===== src/rtl/acrp_pkg.sv =====
// ----------------------------------------------------------------------------
// acrp_pkg
// Shared types, codes and the header character decoder of the ASCII command
// register parser.
// ----------------------------------------------------------------------------
package acrp_pkg;

  localparam int TGT_BITS = 5;
  localparam int CNT_BITS = 7;
  localparam int TMO_BITS = 16;
  localparam int MS_BITS  = 17;
  localparam int OUT_BITS = 32;

  localparam logic [1:0] FUNC_BYTE   = 2'd0;
  localparam logic [1:0] FUNC_TICK   = 2'd1;
  localparam logic [1:0] FUNC_STATUS = 2'd2;
  localparam logic [1:0] FUNC_READ   = 2'd3;

  localparam logic CFG_TIMEOUT    = 1'b0;
  localparam logic CFG_CHAR_LIMIT = 1'b1;

  localparam logic [7:0] CH_BANG  = 8'd33;
  localparam logic [7:0] CH_MINUS = 8'd45;
  localparam logic [7:0] CH_SLASH = 8'd47;
  localparam logic [7:0] CH_ZERO  = 8'd48;
  localparam logic [7:0] CH_COLON = 8'd58;

  localparam logic [TGT_BITS-1:0] IDX_STATUS = 5'd7;
  localparam logic [TGT_BITS-1:0] IDX_POWER  = 5'd8;

  localparam logic [TMO_BITS-1:0] TIMEOUT_RESET    = 16'd500;
  localparam logic [CNT_BITS-1:0] CHAR_LIMIT_RESET = 7'd16;

  typedef enum logic [0:0] {
    PKT_IDLE,
    PKT_BODY
  } pkt_state_t;

  typedef struct packed {
    logic                wr_en;
    logic [TGT_BITS-1:0] wr_idx;
    logic                tmo_clr;
    logic                rd_en;
    logic [TGT_BITS-1:0] rd_idx;
  } mem_ctl_t;

  typedef struct packed {
    logic                write_valid;
    logic [TGT_BITS-1:0] target;
    logic                status_flag;
    logic                power_flag;
    logic                timed_out;
    logic                overflow_error;
    logic                abort_error;
    logic                is_read;
  } res_t;

  typedef struct packed {
    logic                hit;
    logic [TGT_BITS-1:0] idx;
  } hdr_t;

  function automatic hdr_t header_lookup(input logic [7:0] b);
    hdr_t h;
    h.hit = 1'b1;
    h.idx = '0;
    case (b)
      8'h58: h.idx = 5'd0;
      8'h59: h.idx = 5'd1;
      8'h41: h.idx = 5'd2;
      8'h4C: h.idx = 5'd3;
      8'h52: h.idx = 5'd4;
      8'h54: h.idx = 5'd5;
      8'h56: h.idx = 5'd6;
      8'h53: h.idx = 5'd7;
      8'h55: h.idx = 5'd8;
      8'h7B: h.idx = 5'd9;
      8'h7D: h.idx = 5'd10;
      8'h5E: h.idx = 5'd11;
      8'h3D: h.idx = 5'd12;
      8'h28: h.idx = 5'd13;
      8'h29: h.idx = 5'd14;
      8'h5F: h.idx = 5'd15;
      8'h7C: h.idx = 5'd16;
      default: h.hit = 1'b0;
    endcase
    return h;
  endfunction

endpackage


===== src/rtl/acrp_regfile.sv =====
// ----------------------------------------------------------------------------
// acrp_regfile
// Target value memory with one write and one registered read per cycle.
// Per-entry valid bits give the reset contents and the watchdog clear.
// ----------------------------------------------------------------------------
module acrp_regfile #(
  parameter int NUM_TARGETS = 17,
  parameter int VALUE_BITS  = 32
) (
  input  logic                    clk,
  input  logic                    rst_n,
  input  acrp_pkg::mem_ctl_t      ctl,
  input  logic [VALUE_BITS-1:0]   wr_data,
  output logic [VALUE_BITS-1:0]   rd_value
);

  localparam int IDX_W = (NUM_TARGETS > 1) ? $clog2(NUM_TARGETS) : 1;

  logic [VALUE_BITS-1:0]  mem_r [NUM_TARGETS];
  logic [NUM_TARGETS-1:0] vld_r;
  logic [NUM_TARGETS-1:0] vld_nxt;
  logic [VALUE_BITS-1:0]  rd_data_r;
  logic                   rd_vld_r;
  logic                   rd_inrange_r;
  logic                   rd_power_r;
  logic                   wr_inrange;
  logic                   rd_inrange;

  assign wr_inrange = ({1'b0, ctl.wr_idx} < 6'(NUM_TARGETS));
  assign rd_inrange = ({1'b0, ctl.rd_idx} < 6'(NUM_TARGETS));

  always_comb begin
    vld_nxt = vld_r;
    if (ctl.tmo_clr) begin
      for (int i = 0; i < NUM_TARGETS; i++) begin
        if (i <= int'(acrp_pkg::IDX_POWER)) begin
          vld_nxt[i] = 1'b0;
        end
      end
    end
    if (ctl.wr_en && wr_inrange) begin
      vld_nxt[ctl.wr_idx[IDX_W-1:0]] = 1'b1;
    end
  end

  always_ff @(posedge clk) begin
    if (!rst_n) begin
      vld_r <= '0;
    end else begin
      vld_r <= vld_nxt;
    end
  end

  always_ff @(posedge clk) begin
    if (ctl.wr_en && wr_inrange) begin
      mem_r[ctl.wr_idx[IDX_W-1:0]] <= wr_data;
    end
  end

  always_ff @(posedge clk) begin
    if (ctl.rd_en) begin
      rd_data_r    <= mem_r[ctl.rd_idx[IDX_W-1:0]];
      rd_vld_r     <= vld_r[ctl.rd_idx[IDX_W-1:0]];
      rd_inrange_r <= rd_inrange;
      rd_power_r   <= (ctl.rd_idx == acrp_pkg::IDX_POWER);
    end
  end

  always_comb begin
    if (!rd_inrange_r) begin
      rd_value = '0;
    end else if (rd_vld_r) begin
      rd_value = rd_data_r;
    end else begin
      rd_value = VALUE_BITS'(rd_power_r);
    end
  end

endmodule


===== src/rtl/acrp_parser.sv =====
// ----------------------------------------------------------------------------
// acrp_parser
// Packet state machine, digit accumulator, watchdog counter and the status
// and power flags. Drives the memory write and read requests.
// ----------------------------------------------------------------------------
module acrp_parser #(
  parameter int NUM_TARGETS = 17,
  parameter int VALUE_BITS  = 32
) (
  input  logic                              clk,
  input  logic                              rst_n,
  input  logic                              accept,
  input  logic [1:0]                        func,
  input  logic [7:0]                        rx_byte,
  input  logic                              status_value,
  input  logic [acrp_pkg::TGT_BITS-1:0]     read_index,
  input  logic [acrp_pkg::TMO_BITS-1:0]     timeout_limit,
  input  logic [acrp_pkg::CNT_BITS-1:0]     char_limit,
  output acrp_pkg::mem_ctl_t                ctl,
  output logic [VALUE_BITS-1:0]             wr_data,
  output acrp_pkg::res_t                    res,
  output logic [VALUE_BITS-1:0]             res_value
);

  acrp_pkg::pkt_state_t                state_r, state_nxt;
  logic [acrp_pkg::TGT_BITS-1:0]       tgt_r, tgt_nxt;
  logic [acrp_pkg::CNT_BITS-1:0]       cnt_r, cnt_nxt;
  logic                                neg_r, neg_nxt;
  logic [VALUE_BITS-1:0]               acc_r, acc_nxt;
  logic [acrp_pkg::MS_BITS-1:0]        ms_r, ms_nxt;
  logic                                status_r, status_nxt;
  logic                                power_r, power_nxt;
  acrp_pkg::hdr_t                      hdr;
  logic [VALUE_BITS-1:0]               wv;

  assign hdr = acrp_pkg::header_lookup(rx_byte);

  always_ff @(posedge clk) begin
    if (!rst_n) begin
      state_r  <= acrp_pkg::PKT_IDLE;
      tgt_r    <= '0;
      cnt_r    <= '0;
      neg_r    <= 1'b0;
      acc_r    <= '0;
      ms_r     <= '0;
      status_r <= 1'b0;
      power_r  <= 1'b1;
    end else if (accept) begin
      state_r  <= state_nxt;
      tgt_r    <= tgt_nxt;
      cnt_r    <= cnt_nxt;
      neg_r    <= neg_nxt;
      acc_r    <= acc_nxt;
      ms_r     <= ms_nxt;
      status_r <= status_nxt;
      power_r  <= power_nxt;
    end
  end

  always_comb begin
    state_nxt  = state_r;
    tgt_nxt    = tgt_r;
    cnt_nxt    = cnt_r;
    neg_nxt    = neg_r;
    acc_nxt    = acc_r;
    ms_nxt     = ms_r;
    status_nxt = status_r;
    power_nxt  = power_r;
    ctl        = '0;
    wr_data    = '0;
    res        = '0;
    res_value  = '0;
    wv         = neg_r ? ('0 - acc_r) : acc_r;
    if (tgt_r == acrp_pkg::IDX_STATUS) begin
      wv = VALUE_BITS'(1'b1);
    end else if (tgt_r == acrp_pkg::IDX_POWER) begin
      wv = VALUE_BITS'(|wv);
    end
    case (func)
      acrp_pkg::FUNC_BYTE: begin
        case (state_r)
          acrp_pkg::PKT_IDLE: begin
            if (hdr.hit && ({1'b0, hdr.idx} < 6'(NUM_TARGETS))) begin
              state_nxt = acrp_pkg::PKT_BODY;
              tgt_nxt   = hdr.idx;
            end
          end
          acrp_pkg::PKT_BODY: begin
            if (cnt_r >= char_limit) begin
              state_nxt = acrp_pkg::PKT_IDLE;
              res.overflow_error = 1'b1;
            end else if (rx_byte >= acrp_pkg::CH_SLASH && rx_byte < acrp_pkg::CH_COLON) begin
              cnt_nxt = cnt_r + 7'd1;
              if (rx_byte >= acrp_pkg::CH_ZERO) begin
                acc_nxt = (acc_r << 3) + (acc_r << 1) + VALUE_BITS'(rx_byte[3:0]);
              end
            end else if (rx_byte == acrp_pkg::CH_BANG) begin
              state_nxt       = acrp_pkg::PKT_IDLE;
              ms_nxt          = '0;
              ctl.wr_en       = 1'b1;
              ctl.wr_idx      = tgt_r;
              wr_data         = wv;
              res.write_valid = 1'b1;
              res.target      = tgt_r;
              res_value       = wv;
              if (tgt_r == acrp_pkg::IDX_STATUS) begin
                status_nxt = 1'b1;
              end else if (tgt_r == acrp_pkg::IDX_POWER) begin
                power_nxt = |wv;
              end
            end else if (rx_byte == acrp_pkg::CH_MINUS) begin
              neg_nxt = 1'b1;
            end else begin
              state_nxt = acrp_pkg::PKT_IDLE;
              res.abort_error = 1'b1;
            end
          end
          default: begin
            state_nxt = acrp_pkg::PKT_IDLE;
          end
        endcase
        if (state_nxt == acrp_pkg::PKT_IDLE) begin
          if (state_r == acrp_pkg::PKT_BODY) begin
            tgt_nxt = '0;
          end
          cnt_nxt = '0;
          neg_nxt = 1'b0;
          acc_nxt = '0;
        end
      end
      acrp_pkg::FUNC_TICK: begin
        if (!(&ms_r)) begin
          ms_nxt = ms_r + 17'd1;
        end
        if (ms_nxt > {1'b0, timeout_limit}) begin
          status_nxt    = 1'b0;
          power_nxt     = 1'b1;
          ctl.tmo_clr   = 1'b1;
          res.timed_out = 1'b1;
        end
      end
      acrp_pkg::FUNC_STATUS: begin
        status_nxt = status_value;
        ctl.wr_en  = 1'b1;
        ctl.wr_idx = acrp_pkg::IDX_STATUS;
        wr_data    = VALUE_BITS'(status_value);
      end
      acrp_pkg::FUNC_READ: begin
        ctl.rd_en   = 1'b1;
        ctl.rd_idx  = read_index;
        res.target  = read_index;
        res.is_read = 1'b1;
      end
      default: begin
        ctl = '0;
      end
    endcase
    res.status_flag = status_nxt;
    res.power_flag  = power_nxt;
  end

endmodule


===== src/rtl/ascii_command_register_parser.sv =====
// ----------------------------------------------------------------------------
// ascii_command_register_parser
// Parses ASCII command packets into a bank of target value registers, with
// a millisecond watchdog, a status flag and a power flag.
// ----------------------------------------------------------------------------
//   Channel   Direction  Handshake              Payload
//   in_       input      in_valid / in_ready    func, rx_byte, status_value,
//                                               read_index
//   out_      output     out_valid / out_ready  write_valid, target, value,
//                                               flags and error bits
//   cfg_      input      cfg_we                 cfg_index, cfg_data
//
// Every item makes at most one memory access, so items can follow back to
// back. The result is registered and appears in the cycle after its item
// is accepted; a read takes its data from the memory read register at that
// point. Reset is synchronous and needs no clearing pass. While a result
// waits with out_ready low, it holds and in_ready is low.
// ----------------------------------------------------------------------------
module ascii_command_register_parser #(
  parameter int NUM_TARGETS = 17,
  parameter int VALUE_BITS  = 32
) (
  input  logic                                clk,
  input  logic                                rst_n,
  input  logic                                in_valid,
  output logic                                in_ready,
  input  logic [1:0]                          in_func,
  input  logic [7:0]                          in_rx_byte,
  input  logic                                in_status_value,
  input  logic [acrp_pkg::TGT_BITS-1:0]       in_read_index,
  output logic                                out_valid,
  input  logic                                out_ready,
  output logic                                out_write_valid,
  output logic [acrp_pkg::TGT_BITS-1:0]       out_target,
  output logic signed [acrp_pkg::OUT_BITS-1:0] out_value,
  output logic                                out_status_flag,
  output logic                                out_power_flag,
  output logic                                out_timed_out,
  output logic                                out_overflow_error,
  output logic                                out_abort_error,
  input  logic                                cfg_we,
  input  logic                                cfg_index,
  input  logic [acrp_pkg::TMO_BITS-1:0]       cfg_data
);

  logic                                accept;
  logic                                out_valid_r;
  acrp_pkg::res_t                      res_r;
  logic [acrp_pkg::OUT_BITS-1:0]       val_r;
  logic [acrp_pkg::TMO_BITS-1:0]       timeout_limit_r;
  logic [acrp_pkg::CNT_BITS-1:0]       char_limit_r;
  acrp_pkg::mem_ctl_t                  ctl;
  acrp_pkg::res_t                      res;
  logic [VALUE_BITS-1:0]               wr_data;
  logic [VALUE_BITS-1:0]               res_value;
  logic [VALUE_BITS-1:0]               rd_value;
  logic [63:0]                         res_wide;
  logic [63:0]                         rd_wide;

  assign in_ready = !out_valid_r || out_ready;
  assign accept   = in_valid && in_ready;

  always_ff @(posedge clk) begin
    if (!rst_n) begin
      timeout_limit_r <= acrp_pkg::TIMEOUT_RESET;
      char_limit_r    <= acrp_pkg::CHAR_LIMIT_RESET;
    end else if (cfg_we) begin
      case (cfg_index)
        acrp_pkg::CFG_TIMEOUT:    timeout_limit_r <= cfg_data;
        acrp_pkg::CFG_CHAR_LIMIT: char_limit_r    <= cfg_data[acrp_pkg::CNT_BITS-1:0];
        default:                  timeout_limit_r <= timeout_limit_r;
      endcase
    end
  end

  acrp_parser #(
    .NUM_TARGETS (NUM_TARGETS),
    .VALUE_BITS  (VALUE_BITS)
  ) u_parser (
    .clk           (clk),
    .rst_n         (rst_n),
    .accept        (accept),
    .func          (in_func),
    .rx_byte       (in_rx_byte),
    .status_value  (in_status_value),
    .read_index    (in_read_index),
    .timeout_limit (timeout_limit_r),
    .char_limit    (char_limit_r),
    .ctl           (ctl),
    .wr_data       (wr_data),
    .res           (res),
    .res_value     (res_value)
  );

  acrp_regfile #(
    .NUM_TARGETS (NUM_TARGETS),
    .VALUE_BITS  (VALUE_BITS)
  ) u_regfile (
    .clk      (clk),
    .rst_n    (rst_n),
    .ctl      (accept ? ctl : acrp_pkg::mem_ctl_t'('0)),
    .wr_data  (wr_data),
    .rd_value (rd_value)
  );

  assign res_wide = 64'(res_value);
  assign rd_wide  = 64'(rd_value);

  always_ff @(posedge clk) begin
    if (!rst_n) begin
      out_valid_r <= 1'b0;
    end else if (accept) begin
      out_valid_r <= 1'b1;
    end else if (out_ready) begin
      out_valid_r <= 1'b0;
    end
  end

  always_ff @(posedge clk) begin
    if (accept) begin
      res_r <= res;
      val_r <= res_wide[acrp_pkg::OUT_BITS-1:0];
    end
  end

  assign out_valid          = out_valid_r;
  assign out_write_valid    = res_r.write_valid;
  assign out_target         = res_r.target;
  assign out_value          = res_r.is_read ? rd_wide[acrp_pkg::OUT_BITS-1:0] : val_r;
  assign out_status_flag    = res_r.status_flag;
  assign out_power_flag     = res_r.power_flag;
  assign out_timed_out      = res_r.timed_out;
  assign out_overflow_error = res_r.overflow_error;
  assign out_abort_error    = res_r.abort_error;

endmodule


===== config.mk =====
export PLATFORM = sky130hd
export DESIGN_NAME = ascii_command_register_parser
export DESIGN_NICKNAME = d
export VERILOG_FILES = /design/src/rtl/acrp_pkg.sv /design/src/rtl/acrp_regfile.sv /design/src/rtl/acrp_parser.sv /design/src/rtl/ascii_command_register_parser.sv
export SDC_FILE = /design/constraint.sdc
export NUM_CORES = 1
export LEC_CHECK = 0
export BUFFER_PORTS_ARGS = -buffer_cell sky130_fd_sc_hd__buf_4
export CAP_MARGIN = 15
export CORE_ASPECT_RATIO = 1.2
export CORE_MARGIN = 5
export CORE_UTILIZATION = 35
export DETAILED_ROUTE_END_ITERATION = 7
export SYNTH_ARGS = -nofsm -noshare
export SYNTH_HDL_FRONTEND = slang
export SYNTH_HIERARCHICAL = 1
export SYNTH_SLANG_ARGS = --single-unit

===== constraint.sdc =====
create_clock -name clk -period 6.9 [get_ports clk]
set_clock_uncertainty 0.15 [all_clocks]
set_input_delay 0 -clock clk [delete_from_list [all_inputs] [get_ports clk]]
set_output_delay 0 -clock clk [all_outputs]
set_load 0.005 [all_outputs]

==> impl_metrics.yaml, run 1 <==
outcome:
  run_status: "completed"
die:
  ios: 83
  dieArea_um2: 101800
  core_area_um2: 95110
  rows: 124
  die_h_um: 348.5
  start_util_pct: 35.13
  die_x_um: 292.1
synth:
  synth.distinct_cells: 91
  syn_area_um2: 33410
  synth_warnings: 6
  synth_edf_count: 623
  postSynthAreaPerCell_um2: 13.85
  ys_ff_latch: 729
  synth_nets: 2541
  async_flop_share_pct: 0
  synth_ff_type: "edfxtp_1"
  seq_area_frac_synth_pct: 62.34
  syn_inst: 2413
cells_and_area:
  mostFrequentLayoutCell: "edfxtp_1"
  fin_area_um2: 38680
  fin_cells: 3870
  drive_gt1_share_pct: 15.63
  final_cell_mix: "edfxtp_1 (623), mux2i_1 (183), nand2_1 (160), buf_4 (129), a21oi_1 (124)"
  nNetsFinal: 2678
  syn2layout_area_growth_pct: 15.75
  nFillCells: 8580
  diodes: 0
worst_setup_path:
  crit_path_max_incr_delay_ns: 0.58
  worstReg2RegStart: "u_parser/ms_r[0]$_SDFFE_PN0P_"
  critPathMaxFanout: 9
  start_kind: "register"
  critPathKind: "register to register"
  crit_path_cell_trace: "ha_1, nand4_1, nor4_1, a211oi_1, nand3_1, nor2_1, xor2_1, ha_1, nand4_1, or3_1, a21oi_1, o21ai_0, a31oi_1, and3b_1, nor2b_1, o21a_1"
  cp-end-kind: "register"
  crit_start: "u_parser/ms_r[0]$_SDFFE_PN0P_"
  slowest_stage: "a211oi_1"
  cp.arrival_ns: 5.11
  cp_data_required_time_ns: 7.25
run:
  drv_cap: 0
clock_network:
  clockRootBuffer: "clkbuf_16"
  cts_tree: "yes"
  post-cts-setup-buffers: 0
  numCtsBuffers: 74
  ctsLongestPathBuffers: 3
  cts_sinks: 729
  clkTransAtPathRegs_ns: 0.06
  clk_latency_ns: 0.61
  cts.repair.resized: 0
  htreeDepth: 3
timing:
  fin_tns_setup_ns: 0
  tightest_slew_ns: 1.216
  setup_viol: 0
  hold_viol: 0
  fin_crit_ns: 4.763
  timing.slew.headroom_pct: 18.63
  fmax_ghz: 0.2100
  whs_ns: 0.05805
  final-max-slew-violation-count: 0
  fin_ws_ns: 2.137
  period_share_pct: 69.02
  rsz0062_at_grt: "false"
power:
  peakVddDrop_v: 0.0002105
  power.leakage_nw: 13.25
  power_density_nw_per_um2: 240.1
detailed_routing:
  vias_per_cell: 5.334
  remaining_drc_errors: 0
  vias: 20640
  firstDrtPassIters: 6
  drt_wl_total_um: 83080
  drt_iter0_drc: 1791
  wl_per_cell_um: 21.47
  ant_nets: 0
place:
  placed_cell_area_um2: 35230
  port_buffers: 82
  dp_slack_ns: 2.281
  place.gp.congestion: 0.8214
  dp.cells: 3641
  place_hpwl_um: 53540
grt:
  grt_usage_pct: 15.87
  overflow: 0
  grt_max_degree: 103
  grt_antenna_before_repair: 0
  grt_pass1_vias: 20960
  grt_first_pass_wirelength_um: 127300
hold_path:
  hp-class: "input port to register"
  holdCritStartpoint: "in_rx_byte[2]"
-- critical path: cells and delay by family (launching register included) --
family	cells	cell delay, ns
fa+ha+maj	2	0.57
simple gates	8	1.92
flops	1	0.36
compound gates	5	1.52
xor+xnor	1	0.12
-- where the power goes --
part | internal, mW | switching [mW]
clock network | 2.46 | 1.68
registers | 4.76 | 0.0174
logic | 0.151 | 0.209
total | 7.38 | 1.91
-- state kept, by name, indices dropped and copies added (netlist names), 7 cells and up --
signal	flops
u_regfile/vld_r	17
val_r	32
u_parser/ms_r	17
u_regfile/rd_data_r	32
u_parser/cnt_r	7
timeout_limit_r	16
char_limit_r	7
u_regfile/mem_r	544
u_parser/acc_r	32
-- repair_timing --
action                                  in CTS  in global routing
hold buffers                                78                  0
endpoints found under the setup margin       0                  0
endpoints found under the hold margin       96                  0
-- per-layer routing --
layer  GRT usage [%]  vias to the layer above  part of all wire [%]
met5               0                        -                     0
met4           4.522                        0                   2.4
met2           28.00                      560                    50
li1                -                     9543                     -
met1           20.57                    10410                    43
met3           2.113                      129                   4.6
-- kinds of logic (layout without fill, tap and decap cells) --
kind of cell	count (synthesis)	count (layout)	synth area share (%)
compound gates	439	439	8.773
fa+ha+maj	90	90	3.415
xor+xnor	74	74	1.940
simple gates	590	590	9.084
buf+inv	208	405	3.340
mux	283	283	11.11
flops	729	729	62.34
-- final timing paths --
kind / cells past startpoint / end / slack (ns)
max reg2reg: 16 / u_regfile/vld_r[6]$_SDFF_PN0_ / 2.14
min reg2reg: 2 / char_limit_r[1]$_SDFFE_PN0P_ / 0.31
min: 5 / u_parser/tgt_r[2]$_SDFFE_PN0P_ / 0.06
max: 16 / u_regfile/vld_r[6]$_SDFF_PN0_ / 2.14
-- stage by stage --
stage          power [mW]  util (%)
3_3_place_gp        5.200     36.97
5_1_grt             9.595     40.67
3_5_place_dp        5.204     37.05
2_1_floorplan       5.078         -
4_1_cts             9.380     40.53
6_report            9.287     40.67
-- synth_stat cells (all sizes together) (4+ instances only) --
| cell | n | area share (%) |
|---|---|---|
| edfxtp | 623 | 56 |
| mux2i | 183 | 5.5 |
| nand2 | 160 | 1.8 |
| nor2 | 136 | 1.5 |
| a21oi | 125 | 1.9 |
| dfxtp | 106 | 6.4 |
| buf | 94 | 2.1 |
| o21ai | 90 | 1.3 |
| ha | 88 | 3.3 |
| mux4 | 67 | 4.5 |
| clkbuf | 62 | 0.70 |
| nand3 | 58 | 0.92 |
| inv | 51 | 0.57 |
| and3 | 45 | 0.84 |
| xor2 | 40 | 1.0 |
| a22oi | 37 | 0.83 |
| a32oi | 34 | 0.89 |
| xnor2 | 34 | 0.89 |
| mux2 | 33 | 1.1 |
| nand4 | 31 | 0.58 |
| o21a | 29 | 0.65 |
| nor2b | 27 | 0.54 |
| a21o | 24 | 0.54 |
| or3 | 20 | 0.39 |
| nand3b | 17 | 0.38 |
| nand2b | 16 | 0.30 |
| nor3 | 15 | 0.24 |
| and3b | 14 | 0.37 |
| nor4 | 14 | 0.36 |
| o211ai | 13 | 0.29 |
| a31oi | 12 | 0.22 |
| and2 | 12 | 0.23 |
| a211oi | 10 | 0.25 |
| o31ai | 9 | 0.20 |
| or2 | 7 | 0.13 |
| and4 | 6 | 0.16 |
| o41ai | 6 | 0.27 |
| a211o | 5 | 0.13 |
| o211a | 4 | 0.12 |
| o21bai | 4 | 0.090 |
-- cell type report --
| class | instances | area [um^2] | area share, % |
|---|---|---|---|
| Sequential cell | 729 | 20830 | 53.86 |
| Multi-Input combinational cell | 1476 | 11640 | 30.11 |
| Clock buffer | 93 | 2017 | 5.215 |
| Timing Repair Buffer | 217 | 1901 | 4.914 |
| Tap cell | 1260 | 1577 | 4.076 |
| Clock inverter | 43 | 513.0 | 1.326 |
| Inverter | 52 | 195.2 | 0.5047 |
Note: power is estimated with default switching activity, not from simulation.
==> inputs of run 2 (changes only) <==
==> constraint.sdc (replaced) <==
create_clock -name clk -period 4.8 [get_ports clk]
set_clock_uncertainty 0.15 [all_clocks]
set_input_delay 0 -clock clk [delete_from_list [all_inputs] [get_ports clk]]
set_output_delay 0 -clock clk [all_outputs]
set_load 0.005 [all_outputs]
==> impl_metrics.yaml, run 2 (synthesis gave the netlist of run 1 again) <==
die:
  start_util_pct: 35.13
  die_x_um: 292.1
  dieArea_um2: 101800
  rows: 124
  core_area_um2: 95110
  die_h_um: 348.5
  ios: 83
power:
  power_density_nw_per_um2: 337.8
  power.leakage_nw: 13.41
  peakVddDrop_v: 0.0001929
  total_power_mw: 13.18
cells_and_area:
  drive_gt1_share_pct: 16.54
  multiInputGateArea_um2: 11650
  mostFrequentLayoutCell: "edfxtp_1"
  final_cell_mix: "edfxtp_1 (623), mux2i_1 (183), nand2_1 (160), buf_4 (149), a21oi_1 (124)"
  syn2layout_area_growth_pct: 16.76
  nFillCells: 8526
  diodes: 0
  nNetsFinal: 2713
  largest_reg_flops: 544
  regArea_um2: 20830
  fin_cells: 3902
worst_setup_path:
  slowest_stage: "and3b_1"
  crit_path_cell_trace: "ha_1, nand4_1, nor4_1, a211oi_1, buf_4, nand3_1, nor2_1, xor2_1, ha_1, nand4_1, or3_1, a21oi_1, o21ai_0, a31oi_1, and3b_1, nor2b_1, o21a_1"
  crit_path_max_incr_delay_ns: 0.45
  cp.arrival_ns: 4.74
  cp_data_required_time_ns: 5.18
  critPathKind: "register to register"
  start_kind: "register"
  critPathMaxFanout: 9
  cp-end-kind: "register"
detailed_routing:
  wl_per_cell_um: 22.11
  drt_iter0_drc: 1724
  vias_per_cell: 5.391
  drt_wl_total_um: 86270
  ant_nets: 0
  remaining_drc_errors: 0
  firstDrtPassIters: 6
  vias: 21040
timing:
  timing.slew.headroom_pct: 22.36
  tightest_slew_ns: 1.162
  hold_viol: 0
  whs_ns: 0.05935
  final-max-slew-violation-count: 0
  fmax_ghz: 0.2294
  period_share_pct: 90.83
  fin_crit_ns: 4.360
  fin_tns_setup_ns: 0
  setup_viol: 0
  rsz0062_at_grt: "false"
  fin_ws_ns: 0.4403
clock_network:
  htreeDepth: 3
  numCtsBuffers: 73
  cts.repair.resized: 0
  ctsLongestPathBuffers: 3
  clkTransAtPathRegs_ns: 0.07
  cts_sinks: 729
  cts_hold_buffers: 87
  post-cts-setup-buffers: 0
  clockRootBuffer: "clkbuf_16"
  clk_latency_ns: 0.63
  cts_tree: "yes"
grt:
  overflow: 0
  grt_max_degree: 72
  grt_pass1_vias: 21610
  grt_antenna_before_repair: 0
  grt_usage_pct: 16.44
  grt_first_pass_wirelength_um: 130800
run:
  drv_cap: 0
place:
  place_hpwl_um: 54310
  dp.cells: 3683
  port_buffers: 82
  place.gp.congestion: 0.8303
  dp_slack_ns: 0.5481
hold_path:
  hp-class: "input port to register"
outcome:
  run_status: "completed"
run 2: cell types whose count changed in the layout (fill, tap and decap cells not counted), sizes merged:
cell / delta
clkinvlp: +2
inv: +1
dlygate4sd3: +9
clkbuf: -7
clkinv: +3
buf: +27
bufinv: -3
run 2: final cells by class:
class                      instances  area share (%)
clock buffer                      86           5.022
clock inverter                    46           1.212
inverter                          52          0.5003
multi-input combinational       1476           29.87
sequential                       729           53.39
tap                             1260           4.041
timing repair buffer             253           5.971
run 2: per-stage QoR:
step	util, %	instance area, um^2
after detailed placement	37.55	35710
after CTS	41.02	39020
final	41.02	39020
after global placement	37.55	35710
after global routing	41.02	39020
after floorplan	-	33430
run 2: worst paths after layout:
path | start | to | slack, ns | depth (start not counted)
max reg2reg | u_parser/ms_r[0]$_SDFFE_PN0P_ | u_regfile/vld_r[8]$_SDFF_PN0_ | 0.44 | 17
min | in_rx_byte[2] | u_parser/acc_r[2]$_SDFFE_PN0P_ | 0.06 | 5
max | u_parser/ms_r[0]$_SDFFE_PN0P_ | u_regfile/vld_r[8]$_SDFF_PN0_ | 0.44 | 17
min reg2reg | char_limit_r[3]$_SDFFE_PN0P_ | char_limit_r[3]$_SDFFE_PN0P_ | 0.31 | 2
run 2: power by group:
group | leakage, nW | total [mW] | internal [mW] | switching, mW
logic | 5.59 | 0.530 | 0.225 | 0.306
clock network | 1.18 | 5.78 | 3.33 | 2.45
registers | 6.64 | 6.87 | 6.84 | 0.0219
run 2: metal layers:
metal / vias up / part of all wire (%) / GRT usage (%)
met3: 127 / 4.7 / 2.132
met5: - / 0 / 0
met2: 583 / 53 / 30.62
met4: 0 / 2.4 / 4.599
li1: 9612 / - / -
met1: 10710 / 40 / 19.99
run 2: worst max-delay path: cells and delay by family (launching register included):
family | cells | cell delay, ns
AOI/OAI and AO/OA | 5 | 0.96
xor gates and xnor gates | 1 | 0.16
adders and majority gates | 2 | 0.55
buffers and inverters | 1 | 0.17
DFF | 1 | 0.42
and+or+nand+nor | 8 | 1.83
==> inputs of run 3 (changes only) <==
--- a/config.mk
+++ b/config.mk
@@ -11,6 +11,7 @@
 export CORE_MARGIN = 5
 export CORE_UTILIZATION = 35
 export DETAILED_ROUTE_END_ITERATION = 7
+export MAX_ROUTING_LAYER = met4
 export SYNTH_ARGS = -nofsm -noshare
 export SYNTH_HDL_FRONTEND = slang
 export SYNTH_HIERARCHICAL = 1
==> impl_metrics.yaml, run 3 (synthesis gave the netlist of run 1 again) <==
outcome:
  run_status: "completed"
grt:
  grt_first_pass_wirelength_um: 130600
  grt_max_degree: 72
  overflow: 0
  grt_usage_pct: 16.98
  grt_antenna_before_repair: 0
  grt_pass1_vias: 21580
cells_and_area:
  largest_reg_flops: 544
  nNetsFinal: 2706
  nFillCells: 8633
  multiInputGateArea_um2: 11650
  drive_gt1_share_pct: 15.93
  regArea_um2: 20830
  mostFrequentLayoutCell: "edfxtp_1"
  final_cell_mix: "edfxtp_1 (623), mux2i_1 (183), nand2_1 (160), buf_4 (148), a21oi_1 (124)"
  syn2layout_area_growth_pct: 16.01
  final_core_util_pct: 40.76
  diodes: 0
detailed_routing:
  drt_wl_total_um: 86370
  vias_per_cell: 5.367
  ant_nets: 0
  wl_met2_um: 45280
  drt-met1-wl_um: 35420
  remaining_drc_errors: 0
  firstDrtPassIters: 5
  drt_iter0_drc: 1694
  wl_met3_um: 3207
  wl_per_cell_um: 22.20
  top_layer: "met4"
  vias: 20880
die:
  core_area_um2: 95110
  ios: 83
  rows: 124
  start_util_pct: 35.13
  die_h_um: 348.5
  die_x_um: 292.1
  dieArea_um2: 101800
clock_network:
  cts_sinks: 729
  post-cts-setup-buffers: 0
  numCtsBuffers: 73
  clkTransAtPathRegs_ns: 0.06
  ctsLongestPathBuffers: 3
  clk_latency_ns: 0.63
  htreeDepth: 3
  cts_tree: "yes"
  clockRootBuffer: "clkbuf_16"
timing:
  timing.slew.headroom_pct: 22.48
  fin_crit_ns: 4.353
  period_share_pct: 90.68
  tightest_slew_ns: 1.160
  fin_tns_setup_ns: 0
  final-max-slew-violation-count: 0
  whs_ns: 0.08266
  hold_viol: 0
  rsz0062_at_grt: "false"
  setup_viol: 0
  fmax_ghz: 0.2297
place:
  place.gp.congestion: 0.8387
  port_buffers: 82
  place_hpwl_um: 54510
worst_setup_path:
  r2r_setup_slack_ns: 0.45
  cp-end-kind: "register"
  critPathKind: "register to register"
  crit_start: "u_parser/ms_r[0]$_SDFFE_PN0P_"
  cp.arrival_ns: 4.72
  critPathMaxFanout: 9
  cp_data_required_time_ns: 5.17
  worstReg2RegStart: "u_parser/ms_r[0]$_SDFFE_PN0P_"
  start_kind: "register"
power:
  power.leakage_nw: 13.28
  peakVddDrop_v: 0.0002068
  power_density_nw_per_um2: 331.9
hold_path:
  holdCritStartpoint: "cfg_data[3]"
  hp-class: "input port to register"
run:
  drv_cap: 0
-- run 3: changes by cell type in the layout (fill, tap and decap cells not counted), moves of 2 or more --
cell	delta
clkinv_2	-7
clkbuf_16	-3
dlygate4sd3_1	-5
inv_6	+2
clkbuf_1	+6
bufinv_16	-2
clkinv_1	+6
clkinv_8	-3
clkinvlp_4	-3
-- run 3: path summary, 6_finish.rpt --
path / endpoint / depth (start not counted)
hold / removal: timeout_limit_r[3]$_SDFFE_PN0P_ / 4
hold reg to reg: char_limit_r[1]$_SDFFE_PN0P_ / 2
setup / recovery: u_regfile/vld_r[3]$_SDFF_PN0_ / 15
setup reg to reg: u_regfile/vld_r[3]$_SDFF_PN0_ / 15
-- run 3: cell type report --
class / instances / area share (%)
well taps: 1260 / 4.067
clock buffers: 88 / 4.884
multi-input cells: 1476 / 30.06
repair buffers: 246 / 5.810
inverters: 52 / 0.5035
flip-flops and latches: 729 / 53.74
clock inverters: 40 / 0.9393
-- run 3: report_power, final --
part / total, mW / internal (mW) / switching (mW)
logic: 0.526 / 0.221 / 0.305
registers: 6.87 / 6.84 / 0.0220
clock network: 5.47 / 3.10 / 2.37
total: 12.9 / 10.2 / 2.70
-- run 3: worst max-delay path: stages, from the launching register on --
cell and delay, ns:
dfxtp_1 0.42, ha_1 0.24, and3_1 0.24, nand2_1 0.12, nor2_1 0.45, nand3_1 0.18
xnor2_1 0.19, ha_1 0.32, nand4_1 0.14, or3_1 0.42, a21oi_1 0.12, o21ai_0 0.18
a31oi_1 0.35, and3b_1 0.44, nor2b_1 0.09, o21a_1 0.18
-- run 3: what timing repair did --
item | in CTS | in global routing
resized for setup | 0 | 0
endpoints found under the hold margin | 93 | 0
setup endpoints to repair | 0 | 0
hold buffers | 82 | 0
-- run 3: metal layers --
layer	track usage (%)	vias up
li1	-	9594
met4	5.575	0
met2	30.20	489
met3	1.954	129
met5	-	-
met1	20.17	10670
-- run 3: per-stage QoR --
stage | area, um^2 | setup slack (ns) | cells | total power [mW]
floorplan | 33430 | 0.01801 | 2413 | 7.300
global placement | 35690 | 0.6435 | 3681 | 7.476
detailed placement | 35690 | 0.5126 | 3681 | 7.484
CTS | 38760 | 0.4857 | 3891 | 12.98
global route | 38760 | 0.08483 | 3891 | 13.30
finish | 38760 | 0.4472 | 3891 | 12.86
